==> src/rtl/tpac_pkg.sv <==
// Shared types and constants for the TRIAC phase-angle controller.
package tpac_pkg;

    localparam int TIMER_BITS_DEF = 16;
    localparam int COUNT_BITS_DEF = 32;

    localparam int SPEED_W = 8;
    localparam int DELAY_W = 16;
    localparam int CROSS_W = 32;
    localparam int CFG_IDX_W = 2;

    localparam logic [SPEED_W-1:0] MIN_ON_SPEED = 8'd50;
    localparam logic [SPEED_W-1:0] FULL_SPEED = 8'd100;

    localparam logic [SPEED_W-1:0] SPEED_RST = 8'd0;
    localparam logic [DELAY_W-1:0] MAX_DELAY_RST = 16'd500;
    localparam logic [DELAY_W-1:0] MIN_DELAY_RST = 16'd10000;
    localparam logic [DELAY_W-1:0] PULSE_RST = 16'd100;

    // Division by 50 as multiply by ceil(2^28 / 50) and shift; exact for
    // dividends below 2^22.
    localparam int RECIP_SHIFT = 28;
    localparam logic [22:0] RECIP_MULT = 23'd5368710;

    localparam logic [CFG_IDX_W-1:0] REG_SPEED = 2'd0;
    localparam logic [CFG_IDX_W-1:0] REG_MAX_DELAY = 2'd1;
    localparam logic [CFG_IDX_W-1:0] REG_MIN_DELAY = 2'd2;
    localparam logic [CFG_IDX_W-1:0] REG_PULSE = 2'd3;

    // Firing setup derived from the configuration registers.
    typedef struct packed {
        logic               speed_on;
        logic [DELAY_W-1:0] delay;
        logic [DELAY_W-1:0] pulse_width;
    } t_fire_cfg;

endpackage

==> src/rtl/tpac_delay_calc.sv <==
// Three-stage pipeline that turns speed and delay limits into a firing delay.
module tpac_delay_calc
    import tpac_pkg::*;
(
    input  logic               i_clk,
    input  logic [SPEED_W-1:0] i_speed,
    input  logic [DELAY_W-1:0] i_max_delay,
    input  logic [DELAY_W-1:0] i_min_delay,
    output logic [DELAY_W-1:0] o_delay
);

    // Stage A: clamp the speed and form span * (speed - 50).
    logic [SPEED_W-1:0] s_eff;
    logic               s_off;
    logic signed [16:0] s_span;
    logic signed [6:0]  s_frac;

    logic signed [23:0] r_prod_a;
    logic               r_off_a;
    logic [DELAY_W-1:0] r_lo_a;

    // Stage B: magnitude divided by 50.
    logic [21:0] s_mag;
    logic [44:0] s_recip;

    logic [16:0]        r_quot_b;
    logic               r_neg_b;
    logic               r_off_b;
    logic [DELAY_W-1:0] r_lo_b;

    logic [DELAY_W-1:0] n_delay;
    logic [DELAY_W-1:0] r_delay;

    always_comb begin
        s_off = (i_speed == '0);
        if (i_speed < MIN_ON_SPEED) begin
            s_eff = MIN_ON_SPEED;
        end else if (i_speed > FULL_SPEED) begin
            s_eff = FULL_SPEED;
        end else begin
            s_eff = i_speed;
        end
        s_span = signed'({1'b0, i_min_delay}) - signed'({1'b0, i_max_delay});
        s_frac = signed'(7'(s_eff - MIN_ON_SPEED));
    end

    always_ff @(posedge i_clk) begin
        r_prod_a <= 24'(s_span * s_frac);
        r_off_a  <= s_off;
        r_lo_a   <= i_min_delay;
    end

    always_comb begin
        s_mag   = r_prod_a[23] ? 22'(-r_prod_a) : 22'(r_prod_a);
        s_recip = 45'(s_mag) * 45'(RECIP_MULT);
    end

    always_ff @(posedge i_clk) begin
        r_quot_b <= s_recip[RECIP_SHIFT +: 17];
        r_neg_b  <= r_prod_a[23];
        r_off_b  <= r_off_a;
        r_lo_b   <= r_lo_a;
    end

    // Stage C: apply the signed step; with speed off the delay is the
    // minimum-power delay itself.
    always_comb begin
        if (r_off_b) begin
            n_delay = r_lo_b;
        end else if (r_neg_b) begin
            n_delay = 16'(17'(r_lo_b) + r_quot_b);
        end else begin
            n_delay = 16'(17'(r_lo_b) - r_quot_b);
        end
    end

    always_ff @(posedge i_clk) begin
        r_delay <= n_delay;
    end

    assign o_delay = r_delay;

endmodule

==> src/rtl/tpac_phase_core.sv <==
// Per-tick gate timing state with the registered result stage.
module tpac_phase_core
    import tpac_pkg::*;
#(
    parameter int TIMER_BITS = TIMER_BITS_DEF,
    parameter int COUNT_BITS = COUNT_BITS_DEF
)
(
    input  logic               i_clk,
    input  logic               i_rst_n,
    input  t_fire_cfg          i_cfg,
    input  logic               i_hold,
    input  logic               i_in_valid,
    input  logic               i_zero_cross,
    output logic               o_in_ready,
    output logic               o_out_valid,
    input  logic               i_out_ready,
    output logic               o_gate,
    output logic [DELAY_W-1:0] o_firing_delay,
    output logic [CROSS_W-1:0] o_cross_total
);

    logic                  s_accept;
    logic [TIMER_BITS-1:0] s_width;

    logic                  r_valid;
    logic                  n_valid;
    logic [COUNT_BITS-1:0] r_cross;
    logic [COUNT_BITS-1:0] n_cross;
    logic [TIMER_BITS-1:0] r_delay_cnt;
    logic [TIMER_BITS-1:0] n_delay_cnt;
    logic [TIMER_BITS-1:0] r_pulse_cnt;
    logic [TIMER_BITS-1:0] n_pulse_cnt;
    logic                  r_armed;
    logic                  n_armed;
    logic                  r_gate;
    logic                  n_gate;
    logic [DELAY_W-1:0]    r_out_delay;
    logic [DELAY_W-1:0]    n_out_delay;

    assign o_in_ready = (!r_valid || i_out_ready) && !i_hold;
    assign s_accept   = i_in_valid && o_in_ready;

    always_comb begin
        s_width = TIMER_BITS'(i_cfg.pulse_width);
        if (s_width == '0) begin
            s_width = TIMER_BITS'(1);
        end
    end

    always_comb begin
        n_valid     = r_valid;
        n_cross     = r_cross;
        n_delay_cnt = r_delay_cnt;
        n_pulse_cnt = r_pulse_cnt;
        n_armed     = r_armed;
        n_gate      = r_gate;
        n_out_delay = r_out_delay;
        if (r_valid && i_out_ready) begin
            n_valid = 1'b0;
        end
        if (s_accept) begin
            n_valid     = 1'b1;
            n_out_delay = i_cfg.delay;
            if (i_zero_cross) begin
                n_cross = r_cross + COUNT_BITS'(1);
            end
            if (!i_cfg.speed_on) begin
                n_gate      = 1'b0;
                n_armed     = 1'b0;
                n_pulse_cnt = '0;
                n_delay_cnt = '0;
            end else if (i_zero_cross) begin
                n_gate      = 1'b0;
                n_pulse_cnt = '0;
                n_delay_cnt = TIMER_BITS'(i_cfg.delay);
                n_armed     = 1'b1;
            end else if (r_gate) begin
                n_pulse_cnt = r_pulse_cnt - TIMER_BITS'(1);
                if (n_pulse_cnt == '0) begin
                    n_gate = 1'b0;
                end
            end else if (r_armed) begin
                if (r_delay_cnt == '0) begin
                    n_gate      = 1'b1;
                    n_pulse_cnt = s_width;
                    n_armed     = 1'b0;
                end else begin
                    n_delay_cnt = r_delay_cnt - TIMER_BITS'(1);
                end
            end
        end
    end

    always_ff @(posedge i_clk) begin
        if (!i_rst_n) begin
            r_valid     <= 1'b0;
            r_cross     <= '0;
            r_delay_cnt <= '0;
            r_pulse_cnt <= '0;
            r_armed     <= 1'b0;
            r_gate      <= 1'b0;
        end else begin
            r_valid     <= n_valid;
            r_cross     <= n_cross;
            r_delay_cnt <= n_delay_cnt;
            r_pulse_cnt <= n_pulse_cnt;
            r_armed     <= n_armed;
            r_gate      <= n_gate;
        end
        r_out_delay <= n_out_delay;
    end

    assign o_out_valid    = r_valid;
    assign o_gate         = r_gate;
    assign o_firing_delay = r_out_delay;
    assign o_cross_total  = CROSS_W'(r_cross);

    // A tick with speed off always leaves the gate low.
    a_off_gate_low: assert property (@(posedge i_clk) disable iff (!i_rst_n)
        (s_accept && !i_cfg.speed_on) |=> !r_gate)
        else $error("gate high after a tick with speed off");

    // A zero-cross always drops the gate.
    a_zc_gate_low: assert property (@(posedge i_clk) disable iff (!i_rst_n)
        (s_accept && i_zero_cross) |=> !r_gate)
        else $error("gate high after a zero-cross");

    // The pulse and the pending delay never coexist.
    a_gate_not_armed: assert property (@(posedge i_clk) disable iff (!i_rst_n)
        r_gate |-> !r_armed)
        else $error("gate high while a delay is still armed");

    // Each accepted zero-cross adds exactly one to the crossing count.
    a_cross_count: assert property (@(posedge i_clk) disable iff (!i_rst_n)
        (s_accept && i_zero_cross) |=> (r_cross == $past(r_cross) + COUNT_BITS'(1)))
        else $error("crossing count did not advance by one");

endmodule

==> src/rtl/triac_phase_angle_controller_top.sv <==
// Top level of the TRIAC phase-angle controller: registers, delay pipeline and tick core.
//
// Each request on the input stream is one timer tick (nominally one microsecond)
// carrying a zero-cross flag in bit 0 of s_axis_tdata, and each one yields exactly
// one result holding the gate level after that tick, the firing delay in use and
// the running zero-cross count. The block takes one tick per clock cycle unless a
// configuration write or a stalled output holds it, and a taken tick's result is
// registered in the next cycle; the output register lets a new tick enter in the
// same cycle that the previous result is taken. The speed setting is clamped to off
// or 50..100 percent and mapped onto a delay between min_power_delay and
// max_power_delay by a three-stage pipeline (clamp and multiply, divide by 50
// through a reciprocal multiply, final add), so a busy count holds s_axis_tready low
// after reset and after every configuration write; configuration writes are
// always taken (o_cfg_ready is high) and must only be made while no result is
// outstanding. A zero-cross captures the delay; when it has elapsed the gate goes
// high for pulse_width ticks (a width of zero counts as one). A zero-cross during a
// delay or a pulse restarts the delay with the gate low, and speed off holds the
// gate low and cancels any pending firing.
module triac_phase_angle_controller_top
    import tpac_pkg::*;
#(
    parameter int TIMER_BITS = TIMER_BITS_DEF,
    parameter int COUNT_BITS = COUNT_BITS_DEF
)
(
    input  logic                 i_clk,
    input  logic                 i_rst_n,
    // Configuration write channel.
    input  logic                 i_cfg_valid,
    output logic                 o_cfg_ready,
    input  logic [CFG_IDX_W-1:0] i_cfg_index,
    input  logic [DELAY_W-1:0]   i_cfg_data,
    // Tick input stream.
    input  logic                 s_axis_tvalid,
    output logic                 s_axis_tready,
    input  logic [7:0]           s_axis_tdata,   // [0] zero_cross, [7:1] zero
    // Result output stream.
    output logic                 m_axis_tvalid,
    input  logic                 m_axis_tready,
    output logic [55:0]          m_axis_tdata    // [0] gate, [16:1] firing_delay,
                                                 // [48:17] cross_total, [55:49] zero
);

    localparam logic [1:0] PIPE_WAIT = 2'd3;

    logic [SPEED_W-1:0] r_speed;
    logic [DELAY_W-1:0] r_max_delay;
    logic [DELAY_W-1:0] r_min_delay;
    logic [DELAY_W-1:0] r_pulse;
    logic [1:0]         r_busy;
    logic [1:0]         n_busy;
    logic               s_cfg_wr;

    t_fire_cfg          s_fire;
    logic [DELAY_W-1:0] s_delay;
    logic               s_gate;
    logic [DELAY_W-1:0] s_firing_delay;
    logic [CROSS_W-1:0] s_cross_total;

    assign o_cfg_ready = 1'b1;
    assign s_cfg_wr    = i_cfg_valid && o_cfg_ready;

    // The busy count covers the delay pipeline latency after each write.
    always_comb begin
        n_busy = r_busy;
        if (s_cfg_wr) begin
            n_busy = PIPE_WAIT;
        end else if (r_busy != '0) begin
            n_busy = r_busy - 2'd1;
        end
    end

    always_ff @(posedge i_clk) begin
        if (!i_rst_n) begin
            r_speed     <= SPEED_RST;
            r_max_delay <= MAX_DELAY_RST;
            r_min_delay <= MIN_DELAY_RST;
            r_pulse     <= PULSE_RST;
            r_busy      <= PIPE_WAIT;
        end else begin
            r_busy <= n_busy;
            if (s_cfg_wr) begin
                unique case (i_cfg_index)
                    REG_SPEED:     r_speed     <= i_cfg_data[SPEED_W-1:0];
                    REG_MAX_DELAY: r_max_delay <= i_cfg_data;
                    REG_MIN_DELAY: r_min_delay <= i_cfg_data;
                    REG_PULSE:     r_pulse     <= i_cfg_data;
                    default: begin
                    end
                endcase
            end
        end
    end

    tpac_delay_calc u_delay_calc (
        .i_clk       (i_clk),
        .i_speed     (r_speed),
        .i_max_delay (r_max_delay),
        .i_min_delay (r_min_delay),
        .o_delay     (s_delay)
    );

    always_comb begin
        s_fire.speed_on    = (r_speed != '0);
        s_fire.delay       = s_delay;
        s_fire.pulse_width = r_pulse;
    end

    tpac_phase_core #(
        .TIMER_BITS (TIMER_BITS),
        .COUNT_BITS (COUNT_BITS)
    ) u_phase_core (
        .i_clk          (i_clk),
        .i_rst_n        (i_rst_n),
        .i_cfg          (s_fire),
        .i_hold         (r_busy != '0),
        .i_in_valid     (s_axis_tvalid),
        .i_zero_cross   (s_axis_tdata[0]),
        .o_in_ready     (s_axis_tready),
        .o_out_valid    (m_axis_tvalid),
        .i_out_ready    (m_axis_tready),
        .o_gate         (s_gate),
        .o_firing_delay (s_firing_delay),
        .o_cross_total  (s_cross_total)
    );

    assign m_axis_tdata = {7'd0, s_cross_total, s_firing_delay, s_gate};

endmodule

==> config.mk <==
export PLATFORM = sky130hd
export DESIGN_NAME = triac_phase_angle_controller_top
export DESIGN_NICKNAME = d
export VERILOG_FILES = /design/src/rtl/tpac_pkg.sv /design/src/rtl/tpac_delay_calc.sv /design/src/rtl/tpac_phase_core.sv /design/src/rtl/triac_phase_angle_controller_top.sv
export SDC_FILE = /design/constraint.sdc
export NUM_CORES = 1
export LEC_CHECK = 0
export BUFFER_PORTS_ARGS = -buffer_cell sky130_fd_sc_hd__buf_2
export CAP_MARGIN = 20
export CORE_MARGIN = 4
export CORE_UTILIZATION = 25
export DETAILED_ROUTE_END_ITERATION = 10
export PLACE_DENSITY_LB_ADDON = 0.12
export SYNTH_ARGS = -nofsm -noshare
export SYNTH_HDL_FRONTEND = slang
export SYNTH_SLANG_ARGS = --single-unit
==> constraint.sdc <==
create_clock -name i_clk -period 7.3 [get_ports i_clk]
set_clock_uncertainty 0.05 [all_clocks]
set_input_delay 0.365 -clock i_clk [delete_from_list [all_inputs] [get_ports i_clk]]
set_output_delay 0.365 -clock i_clk [all_outputs]
set_load 0.05 [all_outputs]
==> After elaboration in Yosys (flattened, before gate mapping) <==
Index checks and enable logic that the tools add are counted.
{ "word_totals": {"wordCells": 94, "regBits": 232, "out_inout_bits": 59, "input_bits": 31} }
{ "op_classes": {"addsub": 9, "n_reduce_logical": 23, "bitwise": 1, "mux": 29, "mul": 2, "n_eq_ne": 8, "order_cmp": 2} }
{ "op_table": {"columns": ["cell", "n"], "rows": [
  ["16-bit 2-to-1 mux", 13],
  ["16-bit logical NOT", 3],
  ["22-bit by 22-bit multiplier with 43-bit output, second input constant", 1],
  ["32-bit by 1-bit adder with 32-bit output, second input constant", 1],
  ["16-bit by 1-bit subtractor with 16-bit output, second input constant", 2],
  ["17-bit by 7-bit multiplier with 24-bit output", 1],
  ["22-bit 2-to-1 mux", 1],
  ["22-bit negator", 1],
  ["16-bit by 16-bit subtractor with 17-bit output", 1],
  ["16-bit adder", 1],
  ["16-bit subtractor", 1],
  ["7-bit 2-to-1 mux", 2],
  ["1-bit 2-to-1 mux", 13],
  ["2-bit AND reduction", 6],
  ["3-bit != test, second input constant", 3],
  ["8-bit by 7-bit greater-than comparator with 1-bit output, second input constant", 1],
  ["8-bit logical NOT", 1],
  ["8-bit by 6-bit < comparator with 1-bit output, second input constant", 1],
  ["4-bit != test, second input constant", 2],
  ["8-bit nonzero test", 1],
  ["7-bit by 6-bit subtractor with 7-bit output, second input constant", 1],
  ["2-bit equality test, second input constant", 2],
  ["4-bit AND reduction", 1],
  ["2-bit nonzero test", 2],
  ["9 further kinds", 12]
]} }

==> Depth between registers and ports, before layout <==
Gate-level depths: netlist of run 1.
{ "depth": {"ltp_word": 7, "ltp_mapped": 31, "ltp_nobuf": 29} }

==> Modules after synthesis <==
From an unflattened synthesis of run 1, not the netlist that was laid out.
{ "unflattened": {"cells_unflattened": 2507, "hier_area_um2": 23356.2} }
{ "modules_own_cells": {"columns": ["mod", "seq_area_each_um2", "instances", "area_per_inst_um2", "cells_each"], "rows": [
  ["tpac_delay_calc", 1801.7, 1, 16520.8, 1759],
  ["tpac_phase_core", 1821.7, 1, 4446.8, 505],
  ["triac_phase_angle_controller_top", 1161.1, 1, 2388.5, 243]
]} }

==> Least setup slack after synthesis of run 1 <==
OpenSTA, ideal clock, no wires.
{ "synth_path": {"path_type": "register -> register", "from": "register u_delay_calc.r_prod_a[7]", "to": "register u_delay_calc.r_quot_b[15]", "required_ps": 7132, "setup_time_ps": 118, "arrival_ps": 7676, "stages_incl_launch_ff": 27, "slack_ps": -544, "path_cell_list": "dfxtp_1 > or4_4 > or4_4 > or4_4 > or3_4 > and2_1 > xor2_1 > inv_1 > fa_1 > inv_1 > ha_1 > inv_1 > fa_1 > inv_1 > fa_1 > fa_1 > fa_1 > ha_1 > ha_1 > o21a_1 > o21ai_0 > a21oi_1 > a41oi_1 > a31oi_1 > a21oi_1 > a211o_1 > xnor2_1"} }
{ "synth_between": {"elab_chain_len": 3} }
{ "synth_lines": {"columns": ["element", "line_no", "rtl"], "rows": [
  ["start, declared", "tpac_delay_calc.sv:18", "logic signed [23:0] r_prod_a;"],
  ["start signal, assigned", "tpac_delay_calc.sv:48", "r_prod_a <= 24'(s_span * s_frac);"],
  ["22-bit negator", "tpac_delay_calc.sv:54", "s_mag = r_prod_a[23] ? 22'(-r_prod_a) : 22'(r_prod_a);"],
  ["22-bit 2-to-1 mux (*)", "tpac_delay_calc.sv:54", null],
  ["22-bit by 22-bit multiplier with 43-bit output (*)", "tpac_delay_calc.sv:55", "s_recip = 45'(s_mag) * 45'(RECIP_MULT);"],
  ["named net u_delay_calc.s_recip[43]", "tpac_delay_calc.sv:24", "logic [44:0] s_recip;"],
  ["end signal, assigned", "tpac_delay_calc.sv:59", "r_quot_b <= s_recip[RECIP_SHIFT +: 17];"],
  ["end, declared", "tpac_delay_calc.sv:26", "logic [16:0] r_quot_b;"]
]} }
Mark *: on every way through the listed nets, which the timed path passes. The rest lies on a longest branch.
A chain may end at the register's enable or synchronous reset.

==> Worst setup path after layout of run 1 <==
{ "layout_path": {"from": "register u_delay_calc.r_prod_a[9]", "to": "register u_delay_calc.r_quot_b[6]"} }
Same word-level chain as after synthesis.

==> parameters.txt, run 1 <==
Parameter                              Value

Logic synthesis
  Post-synth top flop ... dfxtp_1
  Cell Area, Synth ... 23080 sq um
  Post-synth top area cell ... fa_1
  Mean instance size in the synthesized netlist ... 9.114 sq um
  Synth warn ... 0
  Flop and latch count out of synthesis ... 231
  Unique masters post-synth ... 68
  Post-synthesis async set-or-reset flop share ... 0
  Area share of the leading cell type in the synthesized netlist ... 0.2325
  Number of synthesized flops with an enable pin ... 16
  Fraction of the yosys area taken by sequential cells ... 0.2073
  Cell types occupying the most area after synthesis ... fa_1, dfxtp_1, ha_1
  Synthesized instance count ... 2532

Drt
  Number of vias per cell after detailed routing ... 4.312
  First DRT Iteration DRCs ... 589
  Detailed Routing Iterations Pass 1 ... 5
  Via Count ... 17.26k
  Number of routed nets with antenna violations ... 0
  Routed WL per cell ... 15.88 microns
  DRT Wirelength ... 63560 microns
  Residual DRC count ... 0

Timing
  Final critical-path share of the clock period ... 1.055
  Slew Limit Fails ... 0
  # setup viols final ... 16
  Max frequency ... 129.9 MHz
  Setup repair after global routing missed its margin ... yes
  Post-Route Setup TNS ... -3.912 ns
  Final critical path time including I/O delays and setup ... 7.698 ns
  Slew at the pin with the worst max-slew slack ... 0.9739 ns
  Max_slew headroom ... 0.3499
  Setup ws final ... -0.3984 ns
  Total count of hold-check failures in the final report ... 0

Clocking
  Clock H-tree levels ... 1
  Clock slew at the register clock pins of the worst setup and hold paths ... 0.07 ns
  Clk root buf ... clkbuf_16
  Later-pin clock latency in the skew report ... 0.61 ns
  Maximum clock insertion buffer count ... 3
  CTS tree ... done
  Number of sinks driven by the clock tree ... 231
  TritonCTS buffer count ... 28

Finish
  Share of cells above drive strength 1 ... 0.1573
  Fin nets ... 3413
  Synth-to-Final Area Change ... 22.01%
  Commonest non-fill, non-tap cells in the layout ... inv_1, ha_1, fa_1
  Commonest non-fill, non-tap cell in the layout ... inv_1

Setup path
  Slowest cell delay on critical path ... 0.59 ns
  Startpoint of the worst-slack reg-to-reg timing path ... u_delay_calc.r_prod_a[9]
  Worst path arrival time ... 8.08 ns
  Endpoint kind of the worst setup timing path ... register
  Worst-path maximum fanout ... 3
  Required time of the worst setup path ... 7.68 ns
  Worst setup startpoint ... u_delay_calc.r_prod_a[9]
  Highest-delay cell along the critical path ... fa_1
  Startpoint kind of the worst setup timing path ... register
  Worst Path Class, Setup ... register to register

Floorplan
  Starting density of the core ... 0.2518
  Die H ... 311.8 microns
  DIE AREA ... 97230 sq um
  Width of the die ... 311.8 microns
  Number of rows in the core area ... 111
  Core area ... 91660 sq um
  I/O pins ... 90

Run status
  Violated checks ... negative setup slack
  Run status ... complete, but fails checks

Flow run
  Max Cap Viol ... 0

Global route
  Overflow left after global routing ... 0
  Via count of the first global-routing pass ... 18.77k
  Largest net degree at the start of global routing ... 108
  Initial antenna violation count ... 2
  Wire length of the first global-routing pass ... 103600 microns
  Aggregate global-route resource usage ... 0.1321

Placement
  Post-DP HPWL ... 53140 microns
  Final weighted congestion in routability-driven placement ... 0.8112
  Place WS ... -0.9033 ns
  Count of buffers inserted at the top-level ports ... 74

Worst hold path
  Worst hold path startpoint ... i_cfg_data[1]
  Min-Delay Path Class ... input pin to register
final timing paths:
kind,endpoint,slack (ns),cells after the start
min,r_pulse[1],0.04,3
min reg2reg,u_delay_calc.r_lo_b[0],0.28,0
max reg2reg,u_delay_calc.r_quot_b[6],-0.40,29
max,u_delay_calc.r_quot_b[6],-0.40,29
flip-flops by register name (all words and copies together), names as in the netlist:
| signal | count |
|---|---|
| r_speed | 8 |
| u_phase_core.r_delay_cnt | 16 |
| u_delay_calc.r_off_a | 1 |
| u_delay_calc.r_prod_a | 23 |
| r_max_delay | 16 |
| r_min_delay | 16 |
| u_phase_core.o_gate | 1 |
| u_delay_calc.r_neg_b | 1 |
| u_phase_core.r_armed | 1 |
| u_phase_core.o_cross_total | 32 |
| u_delay_calc.r_lo_b | 16 |
| u_delay_calc.r_lo_a | 16 |
| u_delay_calc.r_quot_b | 16 |
| u_delay_calc.o_delay | 16 |
| r_busy | 2 |
| u_delay_calc.r_off_b | 1 |
| u_phase_core.o_firing_delay | 16 |
| u_phase_core.r_pulse_cnt | 16 |
| r_pulse | 16 |
| u_phase_core.o_out_valid | 1 |
per-layer routing:
layer  track usage  routed length, microns
met5             0                       0
met2        0.2236                   29860
met3       0.01270                    1273
met1        0.1848                   31250
met4       0.02395                    1168
cells in the mapped netlist (all sizes together), types with 11 or more instances:
library cell / number
a21boi: 48
a21o: 29
a21oi: 76
a31oi: 13
and2: 37
and3: 14
buf: 11
clkbuf: 46
dfxtp: 215
edfxtp: 16
fa: 268
ha: 320
inv: 503
nand2: 195
nand2b: 17
nand3: 47
nor2: 177
nor2b: 26
nor3: 50
nor3b: 13
nor4: 12
o211ai: 20
o21ai: 67
o31ai: 14
or2: 16
or3: 18
xnor2: 91
xor2: 56
area by class of cell:
cell class | instances | area [sq um]
fill | 9694 | 63510
multi-input combinational | 1764 | 17080
sequential | 231 | 4787
timing repair buffer | 266 | 1914
inverter | 503 | 1891
tap | 1186 | 1484
clock buffer | 34 | 754.5
clock inverter | 18 | 247.7
antenna | 1 | 2.502
cell families after synthesis:
group	after synthesis	synth area share
and+or+nand+nor	653	0.1347
adders and majority gates	588	0.4060
buffers and inverters	560	0.09255
AOI/OAI and AO/OA	337	0.09667
DFF	231	0.2073
xor gates and xnor gates	147	0.05612
muxes	14	0.006289
other	2	0.0003254
worst max-delay path, delay by kind of cell, from the launching register on:
family                     cells  cell delay, ns
adders and majority gates      8            3.31
and+or+nand+nor                7            2.13
buffers and inverters          8            0.81
AOI/OAI and AO/OA              4            0.61
DFF                            1            0.32
xor gates and xnor gates       2            0.32
timing repair:
item / in CTS / in global routing
endpoints found under the hold margin: 28 / 0
pin swaps: 69 / 47
buffers inserted: 14 / 11
hold buffers: 12 / 0
endpoints found under the setup margin: 18 / 18
gates resized for setup: 75 / 42
through the flow:
stage | cells | utilization | hold WS, ns | cell area [sq um]
3_5_place_dp | 3915 | 0.2860 | 0.2621 | 26210
3_3_place_gp | 3915 | 0.2860 | 0.2608 | 26210
6_report | 4003 | 0.3072 | 0.04487 | 28160
5_1_grt | 4002 | 0.3071 | 0.02512 | 28150
2_1_floorplan | 2555 | - | 0.2596 | 23420
4_1_cts | 3991 | 0.3044 | 0.004345 | 27900
Power of run 1 is not shown: default switching activity piles up to over one toggle a cycle in this logic, so the estimate is an artifact.
==> inputs of run 2 (changes only) <==
--- a/config.mk
+++ b/config.mk
@@ -8,3 +8,3 @@
 export BUFFER_PORTS_ARGS = -buffer_cell sky130_fd_sc_hd__buf_2
-export CAP_MARGIN = 20
+export CAP_MARGIN = 30
 export CORE_MARGIN = 4
@@ -15,2 +15,3 @@
 export SYNTH_HDL_FRONTEND = slang
+export SYNTH_HIERARCHICAL = 1
 export SYNTH_SLANG_ARGS = --single-unit
--- a/constraint.sdc
+++ b/constraint.sdc
@@ -4,2 +4,2 @@
 set_output_delay 0.365 -clock i_clk [all_outputs]
-set_load 0.05 [all_outputs]
+set_load 0.005 [all_outputs]
==> parameters.txt, run 2 <==
Parameter                              Value

Floorplan
  DIE AREA ... 98380 sq um (+1.2%)
  Core area ... 92220 sq um (+0.61%)
  Starting density of the core ... 0.2533 (+0.001509)
  Number of rows in the core area ... 111 (unchanged)
  Width of the die ... 313.7 microns (+0.59%)
  I/O pins ... 90 (unchanged)
  Die H ... 313.7 microns (+0.59%)

Drt
  First DRT Iteration DRCs ... 790 (+34%)
  Detailed Routing Iterations Pass 1 ... 5 (unchanged)
  Number of routed nets with antenna violations ... 0 (unchanged)
  Residual DRC count ... 0 (unchanged)
  Via Count ... 17.24k (-0.12%)
  Number of vias per cell after detailed routing ... 4.311 (about the same)
  DRT Wirelength ... 63910 microns (+0.54%)
  Routed WL per cell ... 15.98 microns (+0.64%)

Worst hold path
  Hold endpoint ... r_max_delay[10]
  Min-Delay Path Class ... input pin to register
  Worst hold path startpoint ... i_cfg_data[10]
  Cell count of the worst hold path ... 3 (unchanged)

Setup path
  Worst Path Class, Setup ... register to register
  R2R setup slack ... -0.09 ns (+0.31 ns)
  Worst path arrival time ... 7.81 ns (-0.27 ns)
  Worst-path maximum fanout ... 6 (+3)
  Startpoint kind of the worst setup timing path ... register
  Crit-path leading delay family ... adder cells
  R2R Path End ... u_delay_calc/r_quot_b[12]
  R2r worst-path depth ... 30 (+3.4%)
  Slowest cell delay on critical path ... 0.55 ns (-0.04 ns)
  Startpoint of the worst-slack reg-to-reg timing path ... u_delay_calc/r_prod_a[2]
  Required time of the worst setup path ... 7.73 ns (+0.05 ns)
  Endpoint kind of the worst setup timing path ... register
  Highest-delay cell along the critical path ... fa_2
  Worst Path Buf+Inv ... 7 (-1)

Finish
  Fin nets ... 3353 (-1.8%)
  Synth-to-Final Area Change ... 19.33%
  Count of inserted antenna diode cells ... 0 (-1)
  Final Util ... 0.3022 (-0.004930)
  Commonest non-fill, non-tap cell in the layout ... inv_1
  Commonest non-fill, non-tap cells in the layout ... inv_1, ha_1, fa_1
  Final standard cell count with taps included and fillers excluded ... 3999 (-0.10%)
  Largest register FFs ... 32 (unchanged)
  Share of cells above drive strength 1 ... 0.1582 (+0.0008849)
  Total non-filler cell area in the finished layout ... 27870 sq um (-1.0%)

Timing
  Slew at the pin with the worst max-slew slack ... 1.045 ns (+0.07147 ns)
  Final critical-path share of the clock period ... 1.012 (-0.04271)
  Setup ws final ... -0.08665 ns (+0.3118 ns)
  Setup repair after global routing missed its margin ... yes
  Max_slew headroom ... 0.3025 (-0.04738)
  # setup viols final ... 6 (-10)
  Post-Route Setup TNS ... -0.2641 ns (+3.648 ns)
  Total count of hold-check failures in the final report ... 0 (unchanged)
  Max frequency ... 135.4 MHz (+4.2%)
  Slew Limit Fails ... 0 (unchanged)
  Final critical path time including I/O delays and setup ... 7.387 ns (-0.3118 ns)

Clocking
  Maximum clock insertion buffer count ... 3 (unchanged)
  Clk root buf ... clkbuf_16
  Clock H-tree levels ... 1 (unchanged)
  Number of sinks driven by the clock tree ... 231 (unchanged)
  TritonCTS buffer count ... 29 (+3.6%)
  Later-pin clock latency in the skew report ... 0.56 ns (-0.05 ns)
  CTS tree ... done
  Clock slew at the register clock pins of the worst setup and hold paths ... 0.06 ns (about the same)

Placement
  Count of buffers inserted at the top-level ports ... 74 (unchanged)
  Final weighted congestion in routability-driven placement ... 0.8328 (+2.7%)
  Post-placement cell count ... 3925 (+0.26%)
  Total placed instance area ... 26190 sq um (about the same)
  Post-DP HPWL ... 53020 microns (-0.23%)

Global route
  Initial antenna violation count ... 0 (-2)
  Wire length of the first global-routing pass ... 103800 microns (+0.20%)
  Via count of the first global-routing pass ... 18.41k (-1.9%)
  Aggregate global-route resource usage ... 0.1316 (-0.0004632)
  Largest net degree at the start of global routing ... 94 (-13%)
  Overflow left after global routing ... 0 (unchanged)

Logic synthesis
  Area share of the leading cell type in the synthesized netlist ... 0.2306 (-0.001920)
  Post-synth top flop ... dfxtp_1
  Mean instance size in the synthesized netlist ... 9.316 sq um (+2.2%)
  Most common cell in the synthesized netlist ... inv_1
  Cell types occupying the most area after synthesis ... fa_1, dfxtp_1, ha_1
  Post-synthesis async set-or-reset flop share ... 0 (unchanged)
  Fraction of the yosys area taken by sequential cells ... 0.2049 (-0.002477)
  Top cell types by occurrence after synthesis ... inv_1, ha_1, fa_1
  Post-synth top area cell ... fa_1
  Number of synthesized flops with an enable pin ... 16 (unchanged)
  Flop and latch count out of synthesis ... 231 (unchanged)
  Synth warn ... 6 (+6)
  Unique masters post-synth ... 100 (+47%)
  Cell Area, Synth ... 23360 sq um (+1.2%)
  Synthesized instance count ... 2507 (-0.99%)

Run status
  Run status ... complete, but fails checks
  Violated checks ... negative setup slack

Flow run
  Max Cap Viol ... 0 (unchanged)
-- run 2: cell types whose count changed after synthesis, moves of 11 or more --
cell,previous run,this run
nand2_1,195,150
mux2i_1,10,56
a21o_1,29,17
a21oi_1,76,87
nor2_1,177,201
and2_1,37,5
nand3_1,47,33
a21boi_0,47,2
nor3_1,50,39
-- run 2: worst max-delay path by stage --
stage / from / end / slack, ns / depth (start not counted)
after global routing: u_delay_calc/r_prod_a[2] / u_delay_calc/r_quot_b[12] / -0.48 / 31
after global placement: u_delay_calc/r_prod_a[5] / u_delay_calc/r_quot_b[15] / -0.38 / 31
after detailed placement: u_delay_calc/r_prod_a[5] / u_delay_calc/r_quot_b[15] / -0.46 / 31
after floorplan: u_delay_calc/r_prod_a[5] / u_delay_calc/r_quot_b[12] / 0.03 / 29
after CTS: u_delay_calc/r_prod_a[3] / u_delay_calc/r_quot_b[15] / -0.03 / 32
final: u_delay_calc/r_prod_a[2] / u_delay_calc/r_quot_b[12] / -0.09 / 30
-- run 2: cell type report --
type | instances | area, sq um
fill | 9849 | 64350
multi-input combinational | 1720 | 16900
sequential | 231 | 4787
inverter | 513 | 1929
timing repair buffer | 239 | 1647
tap | 1243 | 1555
clock buffer | 37 | 838.3
clock inverter | 16 | 215.2
-- run 2: logic make-up after synthesis --
logic type,Yosys count,share of synthesized area
simple gates,602,0.1284
xor+xnor,137,0.05170
buf+inv,578,0.09787
flops,231,0.2049
compound gates,308,0.08968
other cells,4,0.0006427
fa+ha+maj,588,0.4015
mux,59,0.02545
-- run 2: through the flow --
stage | hold slack [ns] | worst slack [ns]
finish | 0.07330 | -0.08665
global route | 0.05771 | -0.4798
CTS | 0.04259 | -0.03313
detailed placement | 0.2628 | -0.4564
global placement | 0.2659 | -0.3784
floorplan | 0.2596 | 0.02906
-- run 2: per-layer routing --
metal | track usage | routed length, microns
met5 | 0 | 0
met4 | 0.01934 | 940
met3 | 0.01773 | 2376
met2 | 0.2101 | 28270
met1 | 0.1932 | 32310
-- run 2: worst min-delay path: stages --
cell,delay [ns]
buf_2,0.11
nand2_1,0.08
mux2i_1,0.07
-- run 2: timing repair --
action,in CTS,in global routing
hold buffers,1,0
gates resized for setup,55,40
pin swaps,51,36
setup endpoints to repair,13,17
setup buffers,10,9
endpoints found under the hold margin,1,0
Power of run 2 is left out for the same reason.
